<file path="config.mk">
export PLATFORM = sky130hd
export DESIGN_NAME = fan_command_line_parser_core
export DESIGN_NICKNAME = d
export VERILOG_FILES = /design/src/hw/rtl/fclp_pkg.sv /design/src/hw/rtl/fan_command_line_parser_core.sv
export SDC_FILE = /design/constraint.sdc
export NUM_CORES = 1
export LEC_CHECK = 0
export BUFFER_PORTS_ARGS = -buffer_cell sky130_fd_sc_hd__buf_2
export CORE_AREA = 2 2 138 140
export CTS_BUF_LIST = sky130_fd_sc_hd__clkbuf_2
export CTS_CLUSTER_DIAMETER = 200
export DETAILED_ROUTE_END_ITERATION = 10
export DIE_AREA = 0 0 140 142
export PLACE_DENSITY = 0.43
export SETUP_SLACK_MARGIN = 0.2
export SLEW_MARGIN = 40
export SYNTH_ARGS = -nofsm -noshare
export SYNTH_HDL_FRONTEND = slang
export SYNTH_SLANG_ARGS = --single-unit
</file>
<file path="constraint.sdc">
create_clock -name aclk -period 3.64 [get_ports aclk]
set_input_delay 0.91 -clock aclk [delete_from_list [all_inputs] [get_ports aclk]]
set_output_delay 0.91 -clock aclk [all_outputs]
set_load 0.02 [all_outputs]
</file>
<file path="src/hw/rtl/fclp_pkg.sv">
// Package for the fan command line parser: result codes, character
// constants and keyword lookup functions. No dependencies.
package fclp_pkg;

    typedef enum logic [3:0] {
        RES_START      = 4'd0,
        RES_STOP       = 4'd1,
        RES_ZERO_DUTY  = 4'd2,
        RES_STATUS     = 4'd3,
        RES_HELP       = 4'd4,
        RES_SET_DUTY   = 4'd5,
        RES_SET_PPR    = 4'd6,
        RES_TOO_LONG   = 4'd7,
        RES_BAD_NUMBER = 4'd8,
        RES_UNKNOWN    = 4'd9
    } result_code_t;

    localparam logic [7:0] CHAR_LF     = 8'h0A;
    localparam logic [7:0] CHAR_CR     = 8'h0D;
    localparam logic [7:0] CHAR_ZERO   = 8'h30;
    localparam logic [7:0] CHAR_NINE   = 8'h39;
    localparam logic [7:0] CHAR_S      = 8'h53;
    localparam logic [7:0] CASE_OFFSET = 8'd32;

    localparam logic [6:0] DUTY_MAX  = 7'd100;
    localparam logic [8:0] PPR_SAT   = 9'd256;
    localparam logic [7:0] PPR_MAX   = 8'd255;
    localparam logic [7:0] PPR_MIN   = 8'd1;
    localparam logic [7:0] PPR_RESET = 8'd2;

    localparam logic [8:0] DUTY_MIN_LEN = 9'd2;
    localparam logic [8:0] PPR_MIN_LEN  = 9'd4;
    localparam logic [8:0] TOO_LONG_LEN = 9'd9;
    localparam logic [8:0] PPR_PREFIX_LEN = 9'd3;

    localparam int KW_COUNT = 4;
    localparam logic [1:0] KW_START  = 2'd0;
    localparam logic [1:0] KW_STOP   = 2'd1;
    localparam logic [1:0] KW_STATUS = 2'd2;
    localparam logic [1:0] KW_HELP   = 2'd3;

    function automatic logic letter_eq(input logic [7:0] b, input logic [7:0] upper);
        return (b == upper) || (b == upper + CASE_OFFSET);
    endfunction

    function automatic logic [8:0] kw_len(input logic [1:0] k);
        logic [8:0] len;
        case (k)
            KW_START:  len = 9'd5;
            KW_STOP:   len = 9'd4;
            KW_STATUS: len = 9'd6;
            KW_HELP:   len = 9'd4;
            default:   len = 9'd0;
        endcase
        return len;
    endfunction

    function automatic logic [7:0] kw_char(input logic [1:0] k, input logic [2:0] p);
        logic [7:0] c;
        c = 8'h00;
        case (k)
            KW_START: begin
                case (p)
                    3'd0: c = "S";
                    3'd1: c = "T";
                    3'd2: c = "A";
                    3'd3: c = "R";
                    3'd4: c = "T";
                    default: c = 8'h00;
                endcase
            end
            KW_STOP: begin
                case (p)
                    3'd0: c = "S";
                    3'd1: c = "T";
                    3'd2: c = "O";
                    3'd3: c = "P";
                    default: c = 8'h00;
                endcase
            end
            KW_STATUS: begin
                case (p)
                    3'd0: c = "S";
                    3'd1: c = "T";
                    3'd2: c = "A";
                    3'd3: c = "T";
                    3'd4: c = "U";
                    3'd5: c = "S";
                    default: c = 8'h00;
                endcase
            end
            KW_HELP: begin
                case (p)
                    3'd0: c = "H";
                    3'd1: c = "E";
                    3'd2: c = "L";
                    3'd3: c = "P";
                    default: c = 8'h00;
                endcase
            end
            default: c = 8'h00;
        endcase
        return c;
    endfunction

    function automatic logic [7:0] ppr_char(input logic [1:0] p);
        logic [7:0] c;
        case (p)
            2'd0:    c = "P";
            2'd1:    c = "P";
            2'd2:    c = "R";
            default: c = 8'h00;
        endcase
        return c;
    endfunction

endpackage

</file>
<file path="src/hw/rtl/fan_command_line_parser_core.sv">
// An accepted byte is held in the input register and parsed from there; a line's
// result is registered in the output register once its terminator is parsed.
// Throughput: one byte per cycle; only a stalled result holding the output
// register while another line ends slows the input.
// Reset (aresetn low, synchronous): clears the line state, sets pulses per
// revolution to 2 and empties the input and result registers.
module fan_command_line_parser_core #(
    parameter int LINE_CAPACITY = 64
) (
    input  logic       aclk,
    input  logic       aresetn,
    input  logic       s_valid,
    output logic       s_ready,
    input  logic [7:0] s_rx_byte,
    output logic       m_valid,
    input  logic       m_ready,
    output logic [3:0] m_result_code,
    output logic [7:0] m_value,
    output logic [7:0] m_pulses_per_rev_now
);

    localparam int LEN_W = $clog2(LINE_CAPACITY);
    localparam logic [LEN_W-1:0] LAST_POS = LEN_W'(LINE_CAPACITY - 1);

    logic       in_valid_reg, in_valid_next;
    logic [7:0] in_byte_reg;

    logic [LEN_W-1:0] line_length_reg, line_length_next;
    logic [3:0]       kw_flags_reg, kw_flags_next;
    logic             first_is_s_reg, first_is_s_next;
    logic             ppr_prefix_ok_reg, ppr_prefix_ok_next;
    logic             duty_digits_ok_reg, duty_digits_ok_next;
    logic             ppr_digits_ok_reg, ppr_digits_ok_next;
    logic [6:0]       duty_acc_reg, duty_acc_next;
    logic [8:0]       ppr_acc_reg, ppr_acc_next;
    logic [7:0]       ppr_reg, ppr_next;

    logic                  out_valid_reg, out_valid_next;
    fclp_pkg::result_code_t out_code_reg, out_code_next;
    logic [7:0]            out_value_reg, out_value_next;
    logic [7:0]            out_ppr_reg, out_ppr_next;

    logic        is_term;
    logic        is_digit;
    logic [3:0]  digit_val;
    logic        emit;
    logic        advance;
    logic [8:0]  len_wide;
    logic [9:0]  duty_prod;
    logic [11:0] ppr_prod;
    logic [7:0]  ppr_clamped;

    assign is_term   = (in_byte_reg == fclp_pkg::CHAR_LF) || (in_byte_reg == fclp_pkg::CHAR_CR);
    assign is_digit  = (in_byte_reg >= fclp_pkg::CHAR_ZERO) && (in_byte_reg <= fclp_pkg::CHAR_NINE);
    assign digit_val = in_byte_reg[3:0];
    assign len_wide  = 9'(line_length_reg);
    assign emit      = in_valid_reg && is_term && (line_length_reg != '0);
    assign advance   = in_valid_reg && (!emit || !out_valid_reg || m_ready);
    assign s_ready   = !in_valid_reg || advance;

    assign duty_prod = (10'(duty_acc_reg) << 3) + (10'(duty_acc_reg) << 1) + 10'(digit_val);
    assign ppr_prod  = (12'(ppr_acc_reg) << 3) + (12'(ppr_acc_reg) << 1) + 12'(digit_val);

    always_comb begin
        if (ppr_acc_reg == 9'd0) begin
            ppr_clamped = fclp_pkg::PPR_MIN;
        end else if (ppr_acc_reg > 9'(fclp_pkg::PPR_MAX)) begin
            ppr_clamped = fclp_pkg::PPR_MAX;
        end else begin
            ppr_clamped = ppr_acc_reg[7:0];
        end
    end

    always_comb begin
        in_valid_next       = in_valid_reg;
        line_length_next    = line_length_reg;
        kw_flags_next       = kw_flags_reg;
        first_is_s_next     = first_is_s_reg;
        ppr_prefix_ok_next  = ppr_prefix_ok_reg;
        duty_digits_ok_next = duty_digits_ok_reg;
        ppr_digits_ok_next  = ppr_digits_ok_reg;
        duty_acc_next       = duty_acc_reg;
        ppr_acc_next        = ppr_acc_reg;
        ppr_next            = ppr_reg;
        out_valid_next      = out_valid_reg && !m_ready;
        out_code_next       = out_code_reg;
        out_value_next      = out_value_reg;
        out_ppr_next        = out_ppr_reg;

        if (advance) begin
            in_valid_next = 1'b0;
        end
        if (s_valid && s_ready) begin
            in_valid_next = 1'b1;
        end

        if (advance) begin
            if (is_term) begin
                if (emit) begin
                    // resolve the finished line
                    out_valid_next = 1'b1;
                    out_value_next = 8'd0;
                    out_ppr_next   = ppr_reg;
                    if (kw_flags_reg[fclp_pkg::KW_START] &&
                        len_wide == fclp_pkg::kw_len(fclp_pkg::KW_START)) begin
                        out_code_next = fclp_pkg::RES_START;
                    end else if (kw_flags_reg[fclp_pkg::KW_STOP] &&
                                 len_wide == fclp_pkg::kw_len(fclp_pkg::KW_STOP)) begin
                        out_code_next = fclp_pkg::RES_STOP;
                    end else if (kw_flags_reg[fclp_pkg::KW_STATUS] &&
                                 len_wide == fclp_pkg::kw_len(fclp_pkg::KW_STATUS)) begin
                        out_code_next = fclp_pkg::RES_STATUS;
                    end else if (kw_flags_reg[fclp_pkg::KW_HELP] &&
                                 len_wide == fclp_pkg::kw_len(fclp_pkg::KW_HELP)) begin
                        out_code_next = fclp_pkg::RES_HELP;
                    end else if (len_wide >= fclp_pkg::DUTY_MIN_LEN && first_is_s_reg) begin
                        if (len_wide >= fclp_pkg::TOO_LONG_LEN) begin
                            out_code_next = fclp_pkg::RES_TOO_LONG;
                        end else if (!duty_digits_ok_reg) begin
                            out_code_next = fclp_pkg::RES_BAD_NUMBER;
                        end else if (duty_acc_reg == 7'd0) begin
                            out_code_next = fclp_pkg::RES_ZERO_DUTY;
                        end else begin
                            out_code_next  = fclp_pkg::RES_SET_DUTY;
                            out_value_next = 8'(duty_acc_reg);
                        end
                    end else if (len_wide >= fclp_pkg::PPR_MIN_LEN && ppr_prefix_ok_reg) begin
                        if (len_wide >= fclp_pkg::TOO_LONG_LEN) begin
                            out_code_next = fclp_pkg::RES_TOO_LONG;
                        end else if (!ppr_digits_ok_reg) begin
                            out_code_next = fclp_pkg::RES_BAD_NUMBER;
                        end else begin
                            out_code_next  = fclp_pkg::RES_SET_PPR;
                            out_value_next = ppr_clamped;
                            out_ppr_next   = ppr_clamped;
                            ppr_next       = ppr_clamped;
                        end
                    end else begin
                        out_code_next = fclp_pkg::RES_UNKNOWN;
                    end
                    line_length_next    = '0;
                    kw_flags_next       = 4'hF;
                    first_is_s_next     = 1'b0;
                    ppr_prefix_ok_next  = 1'b1;
                    duty_digits_ok_next = 1'b1;
                    ppr_digits_ok_next  = 1'b1;
                    duty_acc_next       = 7'd0;
                    ppr_acc_next        = 9'd0;
                end
            end else if (line_length_reg == LAST_POS) begin
                // drop the overflowing line
                line_length_next    = '0;
                kw_flags_next       = 4'hF;
                first_is_s_next     = 1'b0;
                ppr_prefix_ok_next  = 1'b1;
                duty_digits_ok_next = 1'b1;
                ppr_digits_ok_next  = 1'b1;
                duty_acc_next       = 7'd0;
                ppr_acc_next        = 9'd0;
            end else begin
                for (int k = 0; k < fclp_pkg::KW_COUNT; k++) begin
                    if (len_wide >= fclp_pkg::kw_len(2'(k)) ||
                        !fclp_pkg::letter_eq(in_byte_reg,
                                             fclp_pkg::kw_char(2'(k), len_wide[2:0]))) begin
                        kw_flags_next[k] = 1'b0;
                    end
                end
                if (line_length_reg == '0) begin
                    first_is_s_next = fclp_pkg::letter_eq(in_byte_reg, fclp_pkg::CHAR_S);
                end
                if (len_wide < fclp_pkg::PPR_PREFIX_LEN &&
                    !fclp_pkg::letter_eq(in_byte_reg, fclp_pkg::ppr_char(len_wide[1:0]))) begin
                    ppr_prefix_ok_next = 1'b0;
                end
                if (line_length_reg != '0) begin
                    if (is_digit) begin
                        duty_acc_next = (duty_prod > 10'(fclp_pkg::DUTY_MAX)) ?
                                        fclp_pkg::DUTY_MAX : duty_prod[6:0];
                    end else begin
                        duty_digits_ok_next = 1'b0;
                    end
                end
                if (len_wide >= fclp_pkg::PPR_PREFIX_LEN) begin
                    if (is_digit) begin
                        ppr_acc_next = (ppr_prod > 12'(fclp_pkg::PPR_SAT)) ?
                                       fclp_pkg::PPR_SAT : ppr_prod[8:0];
                    end else begin
                        ppr_digits_ok_next = 1'b0;
                    end
                end
                line_length_next = line_length_reg + 1'b1;
            end
        end
    end

    always_ff @(posedge aclk) begin
        if (!aresetn) begin
            in_valid_reg       <= 1'b0;
            line_length_reg    <= '0;
            kw_flags_reg       <= 4'hF;
            first_is_s_reg     <= 1'b0;
            ppr_prefix_ok_reg  <= 1'b1;
            duty_digits_ok_reg <= 1'b1;
            ppr_digits_ok_reg  <= 1'b1;
            duty_acc_reg       <= 7'd0;
            ppr_acc_reg        <= 9'd0;
            ppr_reg            <= fclp_pkg::PPR_RESET;
            out_valid_reg      <= 1'b0;
        end else begin
            in_valid_reg       <= in_valid_next;
            line_length_reg    <= line_length_next;
            kw_flags_reg       <= kw_flags_next;
            first_is_s_reg     <= first_is_s_next;
            ppr_prefix_ok_reg  <= ppr_prefix_ok_next;
            duty_digits_ok_reg <= duty_digits_ok_next;
            ppr_digits_ok_reg  <= ppr_digits_ok_next;
            duty_acc_reg       <= duty_acc_next;
            ppr_acc_reg        <= ppr_acc_next;
            ppr_reg            <= ppr_next;
            out_valid_reg      <= out_valid_next;
        end
    end

    always_ff @(posedge aclk) begin
        if (s_valid && s_ready) begin
            in_byte_reg <= s_rx_byte;
        end
        out_code_reg  <= out_code_next;
        out_value_reg <= out_value_next;
        out_ppr_reg   <= out_ppr_next;
    end

    assign m_valid              = out_valid_reg;
    assign m_result_code        = out_code_reg;
    assign m_value              = out_value_reg;
    assign m_pulses_per_rev_now = out_ppr_reg;

`ifndef SYNTHESIS
    assert property (@(posedge aclk) disable iff (!aresetn)
        ppr_reg != 8'd0)
        else $error("pulses per revolution reached zero");

    assert property (@(posedge aclk) disable iff (!aresetn)
        m_valid && (m_result_code == fclp_pkg::RES_SET_PPR) |-> m_value == m_pulses_per_rev_now)
        else $error("set ppr result disagrees with held ppr");

    assert property (@(posedge aclk) disable iff (!aresetn)
        m_valid && (m_result_code != fclp_pkg::RES_SET_PPR) &&
        (m_result_code != fclp_pkg::RES_SET_DUTY) |-> m_value == 8'd0)
        else $error("nonzero value on a result without a value");

    assert property (@(posedge aclk) disable iff (!aresetn)
        m_valid && (m_result_code == fclp_pkg::RES_SET_DUTY) |->
        (m_value != 8'd0) && (m_value <= 8'(fclp_pkg::DUTY_MAX)))
        else $error("duty value out of range");

    assert property (@(posedge aclk)
        !aresetn |=> !m_valid && s_ready)
        else $error("pipeline not empty after reset");
`endif

endmodule
</file>
==> results.py, run 1 <==
metrics = {
    "synthesis": {
        "ys.flop_type": "dfxtp_1",
        "synth_seq_cells": 68,
        "syn_inst": 506,
        "synth_edf_count": 28,
        "synth_fp_nets": 559,
        "syn_avg_cell_area_um2": 9.001,
        "ys_types": 64,
        "syn-cell-area_um2": 4554,
        "synth-async-reset-ratio": 0,
        "ys_warn_count": 0,
        "seq_area_frac_synth": 0.3604,
    },
    "floorplan": {
        "die_h_um": 142,
        "fp.coreArea_um2": 18460,
        "io_pins": 34,
        "die_w_um": 140,
        "dieArea_um2": 19880,
        "rows": 50,
        "start_util": 0.2468,
    },
    "sta": {
        "fmax_mhz": 310.3,
        "fin_setup_tns_ps": 0,
        "max_slew.worst_pin.slew_ps": 720.2,
        "hold_ws_ps": 484.7,
        "rsz0062_at_grt": "no",
        "final_max_slew_viol_count": 0,
        "fin_skew_ps": 18.85,
        "setup_violations": 0,
        "finalHoldViolations": 0,
        "finalCritPeriodShare": 0.8853,
        "max_slew_margin": 0.5199,
        "fin_crit_ps": 3222,
    },
    "power": {
        "seq_power_share": 0.526,
        "power_frac_clock": 0.345,
        "switching_share": 0.2899,
        "ir_drop_mv": 0.1404,
        "p_comb_frac": 0.129,
        "powerDensity_nw_per_um2": 303.9,
        "p_switching_uw": 459.1,
        "leakagePower_uw": 0.002236,
        "power.internal_uw": 1124,
    },
    "cts": {
        "htree_levels": 3,
        "cts_buffer_depth": 2,
        "cts_tree": "built",
        "clk_pin_slew_worst_paths_ps": 200,
        "cts_root_buffer": "clkbuf_2",
        "cts_buffers": 9,
        "numClockSinks": 68,
        "clock_latency_ps": 570,
    },
    "status": {
        "status": "finished, violations left",
        "violations": "DRC",
    },
    "worst_setup_path": {
        "worstPathCellList": "inv_1, ha_1, or3b_1, a2111o_1, or4b_1, or3_1, nor2b_1, a211oi_2",
        "path_class": "flop to flop",
        "cp-end-kind": "flop",
        "start_kind": "flop",
        "r2r_cells": 8,
        "cp-startpoint": "line_length_reg[1]",
        "endpoint": "ppr_reg[3]",
        "rrSetupSlack_ps": 420,
        "crit_cells": 8,
        "reg2reg_to": "ppr_reg[3]",
        "path_buf_inv": 1,
        "slowest_stage": "or4b_1",
        "max_stage_delay_ps": 590,
        "cp.required_ps": 4130,
        "critical-path-top-delay-family": "simple AND/OR/NAND/NOR gates",
        "arrival_ps": 3720,
        "critPathMaxFanout": 9,
        "rr_startpoint": "line_length_reg[1]",
    },
    "routing": {
        "drt_wl_total_um": 12150,
        "dr.pass1.iters": 9,
        "wl_per_cell_um": 15.52,
        "drtIter0Drc": 301,
        "drc_errors": 3,
        "ant_nets": 0,
        "vias_per_cell": 4.914,
        "vias": 3848,
    },
    "final_layout": {
        "final_cell_mix": "nor2_1 (40), dfxtp_1 (38), ha_1 (37)",
        "multiInputGateArea_um2": 2708,
        "final_nets": 596,
        "area_growth_pct": 14.42,
        "final_common_cell": "nor2_1",
        "largest_reg_flops": 9,
        "regArea_um2": 1644,
        "fillers": 1975,
        "drive_gt1_frac": 0.1533,
    },
    "hold_path": {
        "whs_path_depth": 2,
        "hold_class": "flop to flop",
    },
    "grt": {
        "antenna_found_initial": 1,
        "track_usage": 0.1275,
        "grt_pass1_vias": 3774,
        "grt_max_degree": 22,
        "grt.overflow.total": 0,
        "grt_pass1_wl_um": 20110,
    },
    "place": {
        "gp_congestion": 0.8328,
        "port_buffers": 33,
        "hpwl_um": 9352,
    },
    "run": {
        "maxCapViolations": 0,
    },
}
worst min-delay path by stage:
stage,from,endpoint,slack [ps]
2_1_floorplan,ppr_digits_ok_reg,ppr_digits_ok_reg,440
6_report,ppr_prefix_ok_reg,ppr_prefix_ok_reg,480
3_5_place_dp,ppr_prefix_ok_reg,ppr_prefix_ok_reg,460
5_1_grt,s_rx_byte[1],in_byte_reg[1],460
4_1_cts,s_rx_byte[1],in_byte_reg[1],470
3_3_place_gp,ppr_prefix_ok_reg,ppr_prefix_ok_reg,450
cell usage after synthesis (6+ instances only):
library cell / count / area (µm²)
dfxtp_1: 40 / 800.8
nor2_1: 40 / 150.1
ha_1: 37 / 462.9
nand2_1: 34 / 127.6
inv_1: 32 / 120.1
a21oi_1: 30 / 150.1
edfxtp_1: 28 / 840.8
o21ai_0: 24 / 120.1
a21o_1: 22 / 165.2
clkbuf_1: 21 / 78.83
nor2b_1: 14 / 87.58
nand3_1: 13 / 65.06
o31ai_1: 12 / 90.09
xnor2_1: 12 / 105.1
and3_1: 10 / 62.56
xor2_1: 10 / 87.58
nor4_1: 9 / 56.30
a211oi_2: 7 / 87.58
a31oi_1: 7 / 43.79
nand2b_1: 6 / 37.54
nand4_1: 6 / 37.54
layout make-up:
type | instances | area share
Antenna cell | 1 | 0.0004802
Clock buffer | 9 | 0.008643
Clock inverter | 7 | 0.01897
Inverter | 32 | 0.02305
Multi-Input combinational cell | 381 | 0.5196
Sequential cell | 68 | 0.3155
Tap cell | 234 | 0.05618
Timing Repair Buffer | 51 | 0.05762
layer usage:
layer  vias up  share of wire  GRT usage
met5         -              0          0
met4         0          0.016    0.04306
met3        12          0.044    0.02894
met2        73           0.43     0.1939
met1      1811           0.51     0.1788
li1       1952              -          -
stage by stage:
stage / util / setup WS [ps] / power, µW / instances / cell area, µm²
2_1_floorplan: - / 318.7 / 986.6 / 506 / 4554
3_3_place_gp: 0.2733 / 348.6 / 1053 / 765 / 5044
3_5_place_dp: 0.2733 / 210.8 / 1052 / 765 / 5044
4_1_cts: 0.2812 / 188.8 / 1600 / 781 / 5189
5_1_grt: 0.2824 / 239.9 / 1664 / 783 / 5211
6_report: 0.2824 / 417.6 / 1584 / 783 / 5211
logic make-up (layout without fill, tap and decap cells):
| kind of cell | count (synthesis) | in the layout | share of synthesized area |
|---|---|---|---|
| compound gates | 152 | 152 | 0.2352 |
| other cells | 0 | 1 | 0 |
| buf+inv | 57 | 99 | 0.04753 |
| simple gates | 160 | 160 | 0.1813 |
| fa+ha+maj | 41 | 41 | 0.1192 |
| xor+xnor | 22 | 22 | 0.04231 |
| flops | 68 | 68 | 0.3604 |
| mux | 6 | 6 | 0.01401 |
worst register-to-register path: stages (launching register included):
cell,delay [ps]
dfxtp_2,460
inv_1,160
ha_1,220
or3b_1,360
a2111o_1,450
or4b_1,590
or3_1,540
nor2b_1,200
a211oi_2,180
power by group through the flow:
stage | sequential, µW | combinational [µW] | clock, µW
final | 834 | 204 | 546
after floorplan | 833 | 154 | 0
after global routing | 838 | 231 | 596
after detailed placement | 849 | 203 | 0
after CTS | 834 | 205 | 561
after global placement | 850 | 203 | 0
repair_timing:
| item | in CTS | in global routing |
|---|---|---|
| buffers inserted | 0 | 1 |
| setup endpoints to repair | 5 | 17 |
| pin swaps | 1 | 1 |
| hold buffers | 0 | 0 |
| gates resized for setup | 1 | 4 |
(Power assumes the default switching activity.)
==> run 2: changes to the inputs <==
CELL_PAD_IN_SITES_DETAIL_PLACEMENT = 0   (was not set)
CELL_PAD_IN_SITES_GLOBAL_PLACEMENT = 1   (was not set)
CTS_CLUSTER_DIAMETER = 150   (was 200)
PLACE_DENSITY = 0.51   (was 0.43)
==> run 2 against run 1 <==
The flow still finishes with violations (DRC). Wire length is 5.0% higher. Combinational power is 4% higher. Clock skew grew 19 ps. Clock-buffer cell count unchanged. Core utilization barely moved. Die area unchanged.
==> results.py, run 2 (same netlist as run 1, synthesis figures left out) <==
metrics = {
    "routing": {
        "dr.pass1.iters": 7,
        "ant_nets": 0,
        "drtIter0Drc": 342,
        "drc_errors": 2,
        "drt_wl_total_um": 12760,
        "vias_per_cell": 4.981,
        "wl_per_cell_um": 16.25,
        "vias": 3910,
    },
    "worst_setup_path": {
        "cp-end-kind": "flop",
        "cp.required_ps": 4120,
        "arrival_ps": 3750,
        "start_kind": "flop",
        "critPathMaxFanout": 8,
        "path_class": "flop to flop",
    },
    "sta": {
        "fin_setup_tns_ps": 0,
        "fmax_mhz": 306.0,
        "rsz0062_at_grt": "no",
        "finalHoldViolations": 0,
        "hold_ws_ps": 478.4,
        "fin_crit_ps": 3268,
        "fin_skew_ps": 37.81,
        "setup_violations": 0,
        "finalCritPeriodShare": 0.8978,
        "final_max_slew_viol_count": 0,
        "max_slew.worst_pin.slew_ps": 720.2,
        "max_slew_margin": 0.5199,
    },
    "power": {
        "power.internal_uw": 1125,
        "leakagePower_uw": 0.002235,
        "seq_power_share": 0.523,
        "switching_share": 0.2907,
        "powerDensity_nw_per_um2": 304.4,
        "ir_drop_mv": 0.1659,
        "power_frac_clock": 0.343,
        "p_switching_uw": 460.9,
        "power_uw": 1586,
        "p_comb_frac": 0.135,
    },
    "final_layout": {
        "drive_gt1_frac": 0.1494,
        "largest_reg_flops": 9,
        "fillers": 1956,
        "area_growth_pct": 14.40,
        "final_cell_mix": "nor2_1 (40), dfxtp_1 (39), ha_1 (37)",
        "final_nets": 597,
        "fin_area_um2": 5210,
        "regArea_um2": 1643,
        "final_common_cell": "nor2_1",
        "multiInputGateArea_um2": 2698,
    },
    "cts": {
        "clock_latency_ps": 550,
        "cts_tree": "built",
        "htree_levels": 3,
        "cts_root_buffer": "clkbuf_2",
        "numClockSinks": 68,
        "cts_buffers": 9,
        "clk_pin_slew_worst_paths_ps": 230,
        "cts_buffer_depth": 2,
    },
    "grt": {
        "grt_pass1_wl_um": 20930,
        "grt.overflow.total": 0,
        "track_usage": 0.1338,
        "antenna_found_initial": 1,
        "grt_max_degree": 23,
        "grt_pass1_vias": 3883,
    },
    "floorplan": {
        "die_h_um": 142,
        "die_w_um": 140,
        "io_pins": 34,
        "dieArea_um2": 19880,
        "fp.coreArea_um2": 18460,
        "start_util": 0.2468,
        "rows": 50,
    },
    "status": {
        "status": "finished, violations left",
        "violations": "DRC",
    },
    "place": {
        "post_dp_cell_area_um2": 5051,
        "port_buffers": 33,
        "gp_congestion": 0.7703,
        "hpwl_um": 9674,
    },
    "run": {
        "maxCapViolations": 0,
    },
    "hold_path": {
        "hold_class": "flop to flop",
    },
}
-- run 2: cell types whose count changed in the layout (fill, tap and decap cells not counted), sizes merged --
| cell | previous run | this run |
|---|---|---|
| buf | 51 | 52 |
| inv | 34 | 33 |
| diode | 1 | 2 |
| clkinvlp | 1 | 0 |
| clkinv | 2 | 4 |
-- run 2: power groups by stage --
stage	Combinational (µW)	Clock [µW]	Sequential (µW)
after CTS	215	568	829
after detailed placement	214	0	845
after global routing	240	601	833
after global placement	212	0	845
final	213	543	829
after floorplan	154	0	833
-- run 2: area by class of cell --
cell class,count,area share
antenna,2,0.0009606
clock buffer,9,0.008646
clock inverter,7,0.01897
inverter,32,0.02305
multi-input combinational,381,0.5178
sequential,68,0.3153
tap,234,0.05620
timing repair buffer,52,0.05908
-- run 2: critical path, cell delays in order (launching register included) --
cell	delay (ps)
dfxtp_1	430
inv_1	100
fa_1	510
fa_1	480
nor2b_1	210
o31a_1	220
nor4b_1	80
a2111oi_1	540
nand4_1	160
buf_4	200
o32ai_1	270
-- run 2: repair_timing --
| action | 4_1_cts | 5_1_grt |
|---|---|---|
| buffers inserted | 1 | 0 |
| hold buffers | 0 | 0 |
| resized for setup | 0 | 2 |
| endpoints found under the setup margin | 8 | 16 |
| pin swaps | 1 | 0 |
-- run 2: metal layers --
| metal | GRT usage | wire length (µm) | vias to the layer above |
|---|---|---|---|
| met5 | 0 | 0 | - |
| met4 | 0.04732 | 223 | 0 |
| met3 | 0.02759 | 408 | 17 |
| met2 | 0.1965 | 5494 | 73 |
| met1 | 0.1940 | 6631 | 1869 |
| li1 | - | - | 1951 |
-- run 2: stage by stage --
stage                     setup slack, ps  instances  utilization
after floorplan                     318.7        506            -
after global placement              322.8        766       0.2737
after detailed placement            183.6        766       0.2737
after CTS                           219.3        783       0.2819
after global routing                209.2        784       0.2822
final                               371.9        785       0.2823
-- run 2: final timing paths --
check	cells past startpoint	end	slack [ps]	startpoint
worst max register to register	10	ppr_acc_reg[2]	370	ppr_acc_reg[0]
worst min register to register	2	ppr_prefix_ok_reg	480	ppr_prefix_ok_reg
worst max-delay path	10	ppr_acc_reg[2]	370	ppr_acc_reg[0]
worst min-delay path	2	ppr_prefix_ok_reg	480	ppr_prefix_ok_reg
